[src/rtl/core/wsfe_pkg.sv]
package wsfe_pkg;

  // request kinds on the input channel
  localparam logic REQ_START = 1'b0;
  localparam logic REQ_DATA  = 1'b1;

  // 7-bit length codes of the second header byte
  localparam logic [6:0] LEN_CODE_16 = 7'd126;
  localparam logic [6:0] LEN_CODE_64 = 7'd127;
  localparam logic [63:0] LEN_SHORT_LIMIT = 64'd126;
  localparam logic [63:0] LEN_16_MAX      = 64'hFFFF;

  // extended length byte counts
  localparam logic [3:0] EXT_NONE = 4'd0;
  localparam logic [3:0] EXT_16   = 4'd2;
  localparam logic [3:0] EXT_64   = 4'd8;
  localparam logic [3:0] KEY_BYTES = 4'd4;

  // default depth of the command queue
  localparam int WSFE_QDEPTH = 4;

  // one classified command: a whole header, one ready payload byte, or one dropped stray byte
  typedef struct packed {
    logic [7:0]  b0;       // first byte (header byte 0 or payload byte)
    logic [7:0]  b1;       // mask bit and length code
    logic [3:0]  n_bytes;  // bytes this command emits, 1 to 14
    logic [3:0]  ext_n;    // extended length bytes, 0, 2 or 8
    logic [63:0] len;
    logic [31:0] key;
    logic        done;     // last byte completes the frame
    logic        stray;    // dropped payload byte
  } cmd_t;

  typedef struct packed {
    logic empty;
    logic full;
  } q_stat_t;

endpackage

[src/rtl/core/wsfe_ifs.sv]
interface ws_in_if;
  logic        valid;
  logic        ready;
  logic        req_type;
  logic        fin_flag;
  logic [3:0]  opcode;
  logic        mask_enable;
  logic [31:0] mask_key;
  logic [63:0] payload_length;
  logic [7:0]  data_byte;

  modport source (
    output valid, req_type, fin_flag, opcode, mask_enable, mask_key,
           payload_length, data_byte,
    input  ready
  );
  modport sink (
    input  valid, req_type, fin_flag, opcode, mask_enable, mask_key,
           payload_length, data_byte,
    output ready
  );
endinterface

interface ws_out_if;
  logic       valid;
  logic       ready;
  logic [7:0] out_byte;
  logic       last_of_run;
  logic       frame_done;
  logic       stray_error;

  modport source (
    output valid, out_byte, last_of_run, frame_done, stray_error,
    input  ready
  );
  modport sink (
    input  valid, out_byte, last_of_run, frame_done, stray_error,
    output ready
  );
endinterface

[src/rtl/core/wsfe_front.sv]
module wsfe_front
  import wsfe_pkg::*;
(
  input  logic     clk,
  input  logic     rst_n,
  ws_in_if.sink    in_ch,
  input  q_stat_t  q_stat,
  output logic     push,
  output cmd_t     push_cmd
);

  logic        frame_open_r, frame_open_nxt;
  logic [63:0] bytes_left_r, bytes_left_nxt;
  logic [31:0] key_r, key_nxt;
  logic        mask_r, mask_nxt;
  logic [1:0]  phase_r, phase_nxt;
  logic [7:0]  key_byte;

  assign in_ch.ready = !q_stat.full;
  assign push        = in_ch.valid && !q_stat.full;
  assign key_byte    = mask_r ? key_r[{phase_r, 3'b000} +: 8] : 8'd0;

  always_comb begin
    push_cmd       = '0;
    frame_open_nxt = frame_open_r;
    bytes_left_nxt = bytes_left_r;
    key_nxt        = key_r;
    mask_nxt       = mask_r;
    phase_nxt      = phase_r;
    if (in_ch.req_type == REQ_START) begin
      push_cmd.b0  = {in_ch.fin_flag, 3'b000, in_ch.opcode};
      push_cmd.len = in_ch.payload_length;
      push_cmd.key = in_ch.mask_key;
      if (in_ch.payload_length < LEN_SHORT_LIMIT) begin
        push_cmd.b1    = {in_ch.mask_enable, in_ch.payload_length[6:0]};
        push_cmd.ext_n = EXT_NONE;
      end else if (in_ch.payload_length <= LEN_16_MAX) begin
        push_cmd.b1    = {in_ch.mask_enable, LEN_CODE_16};
        push_cmd.ext_n = EXT_16;
      end else begin
        push_cmd.b1    = {in_ch.mask_enable, LEN_CODE_64};
        push_cmd.ext_n = EXT_64;
      end
      push_cmd.n_bytes = 4'd2 + push_cmd.ext_n + (in_ch.mask_enable ? KEY_BYTES : 4'd0);
      push_cmd.done    = (in_ch.payload_length == 64'd0);
      frame_open_nxt   = (in_ch.payload_length != 64'd0);
      bytes_left_nxt   = in_ch.payload_length;
      key_nxt          = in_ch.mask_key;
      mask_nxt         = in_ch.mask_enable;
      phase_nxt        = 2'd0;
    end else if (frame_open_r) begin
      push_cmd.b0      = in_ch.data_byte ^ key_byte;
      push_cmd.n_bytes = 4'd1;
      push_cmd.done    = (bytes_left_r == 64'd1);
      phase_nxt        = phase_r + 2'd1;
      bytes_left_nxt   = bytes_left_r - 64'd1;
      frame_open_nxt   = (bytes_left_r != 64'd1);
    end else begin
      // no open frame: drop the byte and flag it
      push_cmd.n_bytes = 4'd1;
      push_cmd.stray   = 1'b1;
    end
  end

  always_ff @(posedge clk) begin
    if (!rst_n) begin
      frame_open_r <= 1'b0;
      bytes_left_r <= '0;
      key_r        <= '0;
      mask_r       <= 1'b0;
      phase_r      <= '0;
    end else if (push) begin
      frame_open_r <= frame_open_nxt;
      bytes_left_r <= bytes_left_nxt;
      key_r        <= key_nxt;
      mask_r       <= mask_nxt;
      phase_r      <= phase_nxt;
    end
  end

endmodule

[src/rtl/core/wsfe_queue.sv]
module wsfe_queue
  import wsfe_pkg::*;
#(
  parameter int QDEPTH = WSFE_QDEPTH
) (
  input  logic                        clk,
  input  logic                        rst_n,
  input  logic                        push,
  input  cmd_t                        push_cmd,
  input  logic                        pop,
  output cmd_t                        head,
  output q_stat_t                     q_stat,
  output logic [$clog2(QDEPTH+1)-1:0] count
);

  localparam int PW = $clog2(QDEPTH);
  localparam int CW = $clog2(QDEPTH + 1);

  cmd_t          mem_r [QDEPTH];
  logic [PW-1:0] wr_ptr_r, rd_ptr_r;
  logic [CW-1:0] count_r;

  function automatic logic [PW-1:0] ptr_inc(input logic [PW-1:0] p);
    return (p == PW'(QDEPTH - 1)) ? '0 : p + PW'(1);
  endfunction

  assign head         = mem_r[rd_ptr_r];
  assign q_stat.empty = (count_r == '0);
  assign q_stat.full  = (count_r == CW'(QDEPTH));
  assign count        = count_r;

  always_ff @(posedge clk) begin
    if (push) begin
      mem_r[wr_ptr_r] <= push_cmd;
    end
  end

  always_ff @(posedge clk) begin
    if (!rst_n) begin
      wr_ptr_r <= '0;
      rd_ptr_r <= '0;
      count_r  <= '0;
    end else begin
      if (push) begin
        wr_ptr_r <= ptr_inc(wr_ptr_r);
      end
      if (pop) begin
        rd_ptr_r <= ptr_inc(rd_ptr_r);
      end
      if (push && !pop) begin
        count_r <= count_r + CW'(1);
      end else if (pop && !push) begin
        count_r <= count_r - CW'(1);
      end
    end
  end

endmodule

[src/rtl/core/wsfe_back.sv]
module wsfe_back
  import wsfe_pkg::*;
(
  input  logic     clk,
  input  logic     rst_n,
  input  cmd_t     head,
  input  q_stat_t  q_stat,
  output logic     pop,
  ws_out_if.source out_ch
);

  logic [3:0] idx_r, idx_nxt;
  logic       out_valid_r;
  logic [7:0] out_byte_r;
  logic       last_r, done_r, stray_r;

  logic       advance, fire, last;
  logic [3:0] pos;
  logic [2:0] len_sel;
  logic [1:0] key_sel;
  logic [7:0] byte_sel;

  assign advance = !out_valid_r || out_ch.ready;
  assign fire    = advance && !q_stat.empty;
  assign last    = (idx_r == head.n_bytes - 4'd1);
  assign pop     = fire && last;

  // pick the byte at idx_r of the current command
  always_comb begin
    pos     = idx_r - 4'd2;
    len_sel = 3'(head.ext_n - 4'd1 - pos);
    key_sel = 2'(pos - head.ext_n);
    if (idx_r == 4'd0) begin
      byte_sel = head.b0;
    end else if (idx_r == 4'd1) begin
      byte_sel = head.b1;
    end else if (pos < head.ext_n) begin
      byte_sel = head.len[{len_sel, 3'b000} +: 8];
    end else begin
      byte_sel = head.key[{key_sel, 3'b000} +: 8];
    end
  end

  always_comb begin
    idx_nxt = idx_r;
    if (pop) begin
      idx_nxt = '0;
    end else if (fire) begin
      idx_nxt = idx_r + 4'd1;
    end
  end

  always_ff @(posedge clk) begin
    if (!rst_n) begin
      idx_r       <= '0;
      out_valid_r <= 1'b0;
    end else begin
      idx_r <= idx_nxt;
      if (advance) begin
        out_valid_r <= !q_stat.empty;
      end
    end
  end

  always_ff @(posedge clk) begin
    if (fire) begin
      out_byte_r <= byte_sel;
      last_r     <= last;
      done_r     <= last && head.done;
      stray_r    <= head.stray;
    end
  end

  assign out_ch.valid       = out_valid_r;
  assign out_ch.out_byte    = out_byte_r;
  assign out_ch.last_of_run = last_r;
  assign out_ch.frame_done  = done_r;
  assign out_ch.stray_error = stray_r;

endmodule

[src/rtl/core/websocket_frame_encoder.sv]
// path: the bytes of an accepted item pass through the command queue, then the registered output stage
// throughput: one output byte per cycle while the receiver is ready; a payload item yields one byte, a start 2 to 14
// the front takes one item per cycle while the command queue has room
// reset: synchronous, active low; clears frame state, queue pointers and output valid
module websocket_frame_encoder
  import wsfe_pkg::*;
#(
  parameter int QDEPTH = WSFE_QDEPTH
) (
  input  logic     clk,
  input  logic     rst_n,
  ws_in_if.sink    in_ch,
  ws_out_if.source out_ch
);

  localparam int CW = $clog2(QDEPTH + 1);

  // front to queue
  logic    push;
  cmd_t    push_cmd;
  // queue to back
  logic    pop;
  cmd_t    head;
  q_stat_t q_stat;
  logic [CW-1:0] q_count;

  // front: tracks the open frame, classifies each item into a command,
  // masks payload bytes and decides frame end and stray bytes
  wsfe_front u_front (
    .clk      (clk),
    .rst_n    (rst_n),
    .in_ch    (in_ch),
    .q_stat   (q_stat),
    .push     (push),
    .push_cmd (push_cmd)
  );

  // short queue that decouples item intake from byte output
  wsfe_queue #(
    .QDEPTH (QDEPTH)
  ) u_queue (
    .clk      (clk),
    .rst_n    (rst_n),
    .push     (push),
    .push_cmd (push_cmd),
    .pop      (pop),
    .head     (head),
    .q_stat   (q_stat),
    .count    (q_count)
  );

  // back: walks the header bytes of a start or emits one payload or stray byte,
  // into a registered output stage
  wsfe_back u_back (
    .clk    (clk),
    .rst_n  (rst_n),
    .head   (head),
    .q_stat (q_stat),
    .pop    (pop),
    .out_ch (out_ch)
  );

  // frame end only on the last byte of an item
  a_done_last: assert property (@(posedge clk) disable iff (!rst_n)
    out_ch.valid && out_ch.frame_done |-> out_ch.last_of_run)
    else $error("frame_done without last_of_run");

  // a dropped byte gives a single zero result that ends nothing
  a_stray_form: assert property (@(posedge clk) disable iff (!rst_n)
    out_ch.valid && out_ch.stray_error |->
      out_ch.last_of_run && !out_ch.frame_done && (out_ch.out_byte == 8'd0))
    else $error("malformed stray result");

  // queue never over- or underflows
  a_q_bound: assert property (@(posedge clk) disable iff (!rst_n)
    q_count <= CW'(QDEPTH))
    else $error("queue count beyond depth");

  a_pop_nonempty: assert property (@(posedge clk) disable iff (!rst_n)
    pop |-> (q_count != '0))
    else $error("pop from empty queue");

endmodule

[src/flat_wrapper.sv]
// flat-port wrapper written by rule: the top's interface ports become plain ports
module websocket_frame_encoder_flat import wsfe_pkg::*;
#(
  parameter int QDEPTH = WSFE_QDEPTH
)
  (clk, rst_n, in_ch_valid, in_ch_req_type, in_ch_fin_flag, in_ch_opcode, in_ch_mask_enable, in_ch_mask_key, in_ch_payload_length, in_ch_data_byte, in_ch_ready, out_ch_valid, out_ch_out_byte, out_ch_last_of_run, out_ch_frame_done, out_ch_stray_error, out_ch_ready);
  ws_in_if in_ch_i ();
  ws_out_if out_ch_i ();
  input  logic clk;
  input  logic rst_n;
  input wire logic [$bits(in_ch_i.valid)-1:0] in_ch_valid;
  input wire logic [$bits(in_ch_i.req_type)-1:0] in_ch_req_type;
  input wire logic [$bits(in_ch_i.fin_flag)-1:0] in_ch_fin_flag;
  input wire logic [$bits(in_ch_i.opcode)-1:0] in_ch_opcode;
  input wire logic [$bits(in_ch_i.mask_enable)-1:0] in_ch_mask_enable;
  input wire logic [$bits(in_ch_i.mask_key)-1:0] in_ch_mask_key;
  input wire logic [$bits(in_ch_i.payload_length)-1:0] in_ch_payload_length;
  input wire logic [$bits(in_ch_i.data_byte)-1:0] in_ch_data_byte;
  output wire logic [$bits(in_ch_i.ready)-1:0] in_ch_ready;
  output wire logic [$bits(out_ch_i.valid)-1:0] out_ch_valid;
  output wire logic [$bits(out_ch_i.out_byte)-1:0] out_ch_out_byte;
  output wire logic [$bits(out_ch_i.last_of_run)-1:0] out_ch_last_of_run;
  output wire logic [$bits(out_ch_i.frame_done)-1:0] out_ch_frame_done;
  output wire logic [$bits(out_ch_i.stray_error)-1:0] out_ch_stray_error;
  input wire logic [$bits(out_ch_i.ready)-1:0] out_ch_ready;
  assign in_ch_i.valid = in_ch_valid;
  assign in_ch_i.req_type = in_ch_req_type;
  assign in_ch_i.fin_flag = in_ch_fin_flag;
  assign in_ch_i.opcode = in_ch_opcode;
  assign in_ch_i.mask_enable = in_ch_mask_enable;
  assign in_ch_i.mask_key = in_ch_mask_key;
  assign in_ch_i.payload_length = in_ch_payload_length;
  assign in_ch_i.data_byte = in_ch_data_byte;
  assign in_ch_ready = in_ch_i.ready;
  assign out_ch_valid = out_ch_i.valid;
  assign out_ch_out_byte = out_ch_i.out_byte;
  assign out_ch_last_of_run = out_ch_i.last_of_run;
  assign out_ch_frame_done = out_ch_i.frame_done;
  assign out_ch_stray_error = out_ch_i.stray_error;
  assign out_ch_i.ready = out_ch_ready;
  websocket_frame_encoder #(.QDEPTH(QDEPTH)) u_core (.clk(clk), .rst_n(rst_n), .in_ch(in_ch_i), .out_ch(out_ch_i));
endmodule
[config.mk]
export PLATFORM = sky130hd
export DESIGN_NAME = websocket_frame_encoder_flat
export DESIGN_NICKNAME = d
export VERILOG_FILES = /design/src/rtl/core/wsfe_pkg.sv /design/src/rtl/core/wsfe_ifs.sv /design/src/rtl/core/wsfe_front.sv /design/src/rtl/core/wsfe_queue.sv /design/src/rtl/core/wsfe_back.sv /design/src/rtl/core/websocket_frame_encoder.sv /design/src/flat_wrapper.sv
export SDC_FILE = /design/constraint.sdc
export NUM_CORES = 1
export LEC_CHECK = 0
export ABC_AREA = 1
export BUFFER_PORTS_ARGS = -buffer_cell sky130_fd_sc_hd__buf_2
export CAP_MARGIN = 20
export CORE_UTILIZATION = 30
export DETAILED_ROUTE_END_ITERATION = 10
export GPL_TIMING_DRIVEN = 0
export PLACE_DENSITY = 0.53
export SLEW_MARGIN = 20
export SYNTH_ARGS = -nofsm -noshare
export SYNTH_HDL_FRONTEND = slang
export SYNTH_SLANG_ARGS = --single-unit
[constraint.sdc]
create_clock -name clk -period 10.4 [get_ports clk]
set_clock_uncertainty 0.2 [all_clocks]
set_input_delay 3.12 -clock clk [delete_from_list [all_inputs] [get_ports clk]]
set_output_delay 3.12 -clock clk [all_outputs]
set_load 0.02 [all_outputs]
Word-level counts from Yosys, hierarchy flattened
Memory sizes are Yosys's and may differ from the RTL's. A register that Yosys moved wholly into a read port is not among the register bits.
Cells that the tools add are included.
- memories: 1
- output and inout port bits: 13
- memory bits (writable): 488
- bits of input ports: 115
- bits in registers: 123
- word-level logic and storage cells: 99
- reductions and logical operators: 20
- shift operators: 3
- equal/unequal tests: 8
- add/sub/neg operators: 14
- bitwise operators: 3
- magnitude comparators: 3
- muxes and demuxes: 33
- memories (name ; depth ; width ; read ports ; clocked after memory_dff ; wr ports ; RTL line ; text):
    u_core.u_queue.mem_r ; 4 ; 122 ; 1 ; 1 ; 1 ; wsfe_queue.sv:19 ; cmd_t mem_r [QDEPTH];
- operators by type and width (operator ; number):
    64-bit 2-to-1 mux ; 2
    100-bit 2-to-1 mux ; 1
    64-bit by 1-bit == test with 1-bit output (second input constant) ; 1
    64-bit by 16-bit less-or-equal comparator with 1-bit output (second input constant) ; 1
    64-bit zero test ; 1
    64-bit by 7-bit < comparator with 1-bit output (second input constant) ; 1
    64-bit by 1-bit != test with 1-bit output (second input constant) ; 1
    64-bit nonzero test ; 1
    32-bit by 6-bit variable part select with 8-bit output ; 2
    64-bit by 7-bit variable part select with 8-bit output ; 1
    64-bit by 1-bit subtractor with 64-bit output (second input constant) ; 1
    8-bit 2-to-1 mux ; 7
    4-bit 2-to-1 mux ; 4
    2-bit 2-to-1 mux ; 6
    1-bit 2-to-1 mux ; 9
    3-bit 2-to-1 mux ; 3
    8-bit bitwise XOR ; 1
    7-bit 2-to-1 mux ; 1
    2-bit by 1-bit adder with 2-bit output (second input constant) ; 3
    1-bit logical AND ; 6
    3-bit by 1-bit subtractor with 3-bit output (second input constant) ; 2
    1-bit zero test ; 5
    2-bit by 4-bit adder with 4-bit output (first input constant) ; 1
    4-bit by 1-bit adder with 4-bit output (second input constant) ; 1
    other kinds (19) ; 22

Logic depth before layout (Yosys ltp)
- depth after elaboration: 7
- mapped depth: 18
- gate-level depth less buffers: 16

Hierarchy
A second synthesis with hierarchy kept.
- cells, all modules: 2999
- area total of the unflattened synthesis: 28220.8 um^2
- modules (own cells, without submodules) (module ; cells an instance ; seq. area each (um^2) ; area an instance (um^2) ; times used):
    wsfe_queue ; 1238 ; 14834.2 ; 18482.7 ; 1
    wsfe_front ; 1351 ; 2001.9 ; 7533.5 ; 1
    wsfe_back ; 410 ; 430.4 ; 2204.6 ; 1

Worst setup path before layout
OpenSTA, ideal clock, no wires.
- kind: input -> register
- start point: input port in_ch_valid
- end point: memory u_core.u_queue.mem_r[0][0] in the netlist's numbering (enable)
- path slack: 1336 ps
- data arrival time: 8263 ps
- data required time: 9599 ps
- stages on the path: 2
- path buffers: 0
- cell sequence: nand2_2 > nor2_1
- word-level cells in the longest chain between the ends: 3
- ends and longest elaborated chain (what ; RTL line ; text):
    from (decl) ; flat_wrapper.sv:11 ; input wire logic [$bits(in_ch_i.valid)-1:0] in_ch_valid;
    1-bit logical AND ; wsfe_front.sv:20 ; assign push = in_ch.valid && !q_stat.full;
    1-bit 2-to-1 mux ; wsfe_queue.sv:33 ; if (push) begin
    1-bit 2-to-1 mux (implied by the code) ; wsfe_queue.sv:34 ; mem_r[wr_ptr_r] <= push_cmd;
    to (decl) ; wsfe_queue.sv:19 ;
No other way between the ends.

==> key figures <==
Worst setup path
  – Critical Path AT: 5.61 ns
  – Startpoint types: input pin
  – WS Path Type: input pin to flip-flop
  – CP Max Fanout: 4
  – Required @ worst endpoint: 10.62 ns
  – Crit path capture type: flip-flop

Placed design
  – Pre-CTS setup slack: 4.357 ns
  – Port buffer count: 127
  – Placed Instance Area: 30660 µm²
  – Hpwl dp: 69970 µm
  – Routability Congestion: 0.9119

Worst hold path
  – Hold Path Class: flip-flop to flip-flop

Timing
  – Hold WS: 0.2593 ns
  – Worst slew margin: 25.46%
  – Tcrit/Tclk final: 51.80%
  – Final hold viol count: 0
  – Minimum clock period: 5.387 ns
  – Max Clk Rate: 185.6 MHz
  – Max-slew violations: 0
  – Final worst slack: 5.013 ns
  – Worst-Margin Slew: 1.114 ns
  – Final setup fails: 0
  – Total negative slack: 0 ns
  – Unrepaired setup endpoints after global routing: false

Clock tree
  – Post-CTS Setup Repair Bufs: 0
  – Clock network latency to the later pin of the worst-skew pair: 0.64 ns
  – CTS tree: done
  – Clk buf depth: 3
  – H-tree Lvls: 2
  – CTS Sinks: 605
  – Clk slew on worst S/H paths: 0.07 ns
  – Post_cts resized: 0
  – Num CTS Buffers: 60
  – Root Driver: clkbuf_16
  – Hold Buf Count CTS: 0

Synthesis
  – Register bit total from synthesis: 605
  – Synth Area in Adders: 0.8355%
  – Synth Warn #: 0
  – Cell Area, Synth: 27860 µm²
  – Post-synthesis instance total: 2980
  – Mux cell area share after synthesis: 0%
  – Largest family of logic cells by synthesized area: simple AND/OR/NAND/NOR gates
  – Simple-Gate Fraction of Synth Area: 23.30%
  – Register area share after synthesis: 61.12%
  – Synth Net Count: 3113
  – Compound-Gate Fraction of Synth Area: 7.227%
  – Average cell area after synthesis: 9.347 µm²
  – Xor/xnor cell area share of the yosys netlist: 1.446%
  – Post-synthesis cell type count: 48

Routing
  – Drt first pass iters: 5
  – Routed WL: 94010 µm
  – Post-DR wirelength/cell: 20.93 µm
  – Final ANT Viol Nets: 0
  – Vias per cell: 4.874
  – Drt initial violations: 2155
  – DRC viols: 0
  – Vias after detailed routing: 21.89k

Global route
  – Antenna violations before repair: 6
  – GRT Util Overall: 19.58%
  – Largest net degree at the start of global routing: 24
  – Vias in the first global route: 20.49k
  – Total grt overflow: 0
  – First-pass GRT wire length: 135900 µm

Run
  – Max-cap violations: 0

Finish
  – Fill cells: 9395
  – Nets: 3328
  – Area growth from synthesis to layout: 17.37%
  – Final Cell Area: 32690 µm²
  – Layout cells sized above 1: 11.52%

Die
  – Core box area: 91800 µm²
  – Boundary Pins: 128
  – Die X: 306.7 µm
  – Die Ht: 306.7 µm
  – Cell Rows: 111
  – Die Area: 94070 µm²
  – Starting Density: 30.34%

Power and ir drop
  – PD cells: 257.2 nW/µm²
  – Peak supply drop: 0.1358 mV
  – Overall Power: 8408 µW
  – Leakage: 0.01296 µW

Run status
  – Status: completed
-- synthesized netlist by cell type, drive strengths merged --
| library cell | n | area share (%) |
|---|---|---|
| a211oi | 4 | 0.11 |
| o211a | 2 | 0.072 |
| edfxtp | 491 | 53 |
| buf | 101 | 2.0 |
| xnor2 | 16 | 0.50 |
| o21ai | 166 | 3.0 |
| a21o | 3 | 0.081 |
| a21oi | 139 | 2.5 |
| clkbuf | 53 | 0.71 |
| or2 | 2 | 0.045 |
| inv | 247 | 3.3 |
| o211ai | 27 | 0.73 |
| a2bb2oi | 1 | 0.031 |
| and3 | 1 | 0.022 |
| nor3 | 20 | 0.47 |
| nor4 | 2 | 0.045 |
| dfxtp | 114 | 8.2 |
| clkinv | 3 | 0.040 |
| nand3b | 2 | 0.054 |
| a31oi | 6 | 0.16 |
| a32o | 1 | 0.036 |
| nand4 | 20 | 0.45 |
| ha | 17 | 0.76 |
| nor2 | 380 | 5.5 |
| a311oi | 1 | 0.031 |
| xor2 | 30 | 0.94 |
| fa | 1 | 0.072 |
| nand2 | 770 | 10 |
| o31ai | 2 | 0.054 |
| nand3 | 339 | 6.2 |
| o22ai | 18 | 0.40 |
| a221oi | 1 | 0.031 |
-- cell usage in the layout (no fill, tap or decap), drive strengths merged, types with 27 or more instances in the layout --
cell      n
buf     254
inv     250
nand2   770
a21oi   139
dfxtp   114
xor2     30
edfxtp  491
o21ai   166
o211ai   27
nand3   339
nor2    380
clkbuf  133
-- worst max-delay path, cell delays in order --
cell     delay (ns)
buf_2          0.10
inv_1          0.07
nand4_1        0.30
nor2_1         0.18
nand2_1        0.17
nor3_2         0.54
nand3_1        0.27
nand2_1        0.22
inv_1          0.08
ha_1           0.27
inv_1          0.03
nor2_1         0.25
-- sequential cells by signal, summed over array words and instances, names as in the netlist, 2 cells and up, named ones only --
signal and cells:
u_core.u_queue.count 3, u_core.u_queue.wr_ptr_r 2, u_core.u_front.key_r 32, u_core.u_front.bytes_left_r 64, u_core.u_queue.rd_ptr_r 2, u_core.u_queue.mem_r 480, u_core.u_back.idx_r 4, u_core.u_back.out_ch.out_byte 8
u_core.u_front.phase_r 2
-- cell families (layout without fill, tap and decap cells) --
family | Yosys count | after routing
compound gates | 371 | 371
xor+xnor | 46 | 46
fa+ha+maj | 18 | 18
buf+inv | 404 | 671
flops | 605 | 605
other cells | 0 | 1
simple gates | 1536 | 1536
-- routing by layer --
metal	part of all wire, %	vias up	GRT usage, %
li1	-	10440	-
met1	43	10550	26.30
met2	47	738	32.10
met3	6.5	155	2.998
met4	3.1	2	6.709
met5	0.018	-	0
-- cell type report --
class	count	area (µm²)	area share (%)
plain buffers	154	747.0	2.285
multi-input cells	1971	9180	28.08
clock inverters	34	396.6	1.213
well taps	1243	1555	4.757
clock buffers	80	1628	4.979
flip-flops and latches	605	17030	52.08
inverters	250	943.4	2.886
repair buffers	153	1214	3.712
diodes	1	2.502	0.007654
-- where the power goes --
part	switching, µW	total [µW]	internal [µW]
clock	957	2260	1300
sequential	131	3120	2990
combinational	2170	3030	862
-- worst paths after layout --
path	startpoint	to	slack, ns	cells after the start
max	in_ch_payload_length[60]	u_core.u_queue.mem_r[1][104]	5.01	12
max reg2reg	flip-flop	u_core.u_back.out_ch.out_byte[1]	5.86	16
min reg2reg	u_core.u_front.key_r[8]	u_core.u_front.key_r[8]	0.26	2
min	u_core.u_front.key_r[8]	u_core.u_front.key_r[8]	0.26	2
-- stage by stage --
| stage | std cells | utilization (%) |
|---|---|---|
| floorplan | 2980 | - |
| global placement | 4350 | 32.73 |
| detailed placement | 4376 | 33.40 |
| CTS | 4490 | 35.61 |
| global route | 4490 | 35.61 |
| finish | 4491 | 35.61 |
Note: power is estimated with default switching activity, not from simulation.
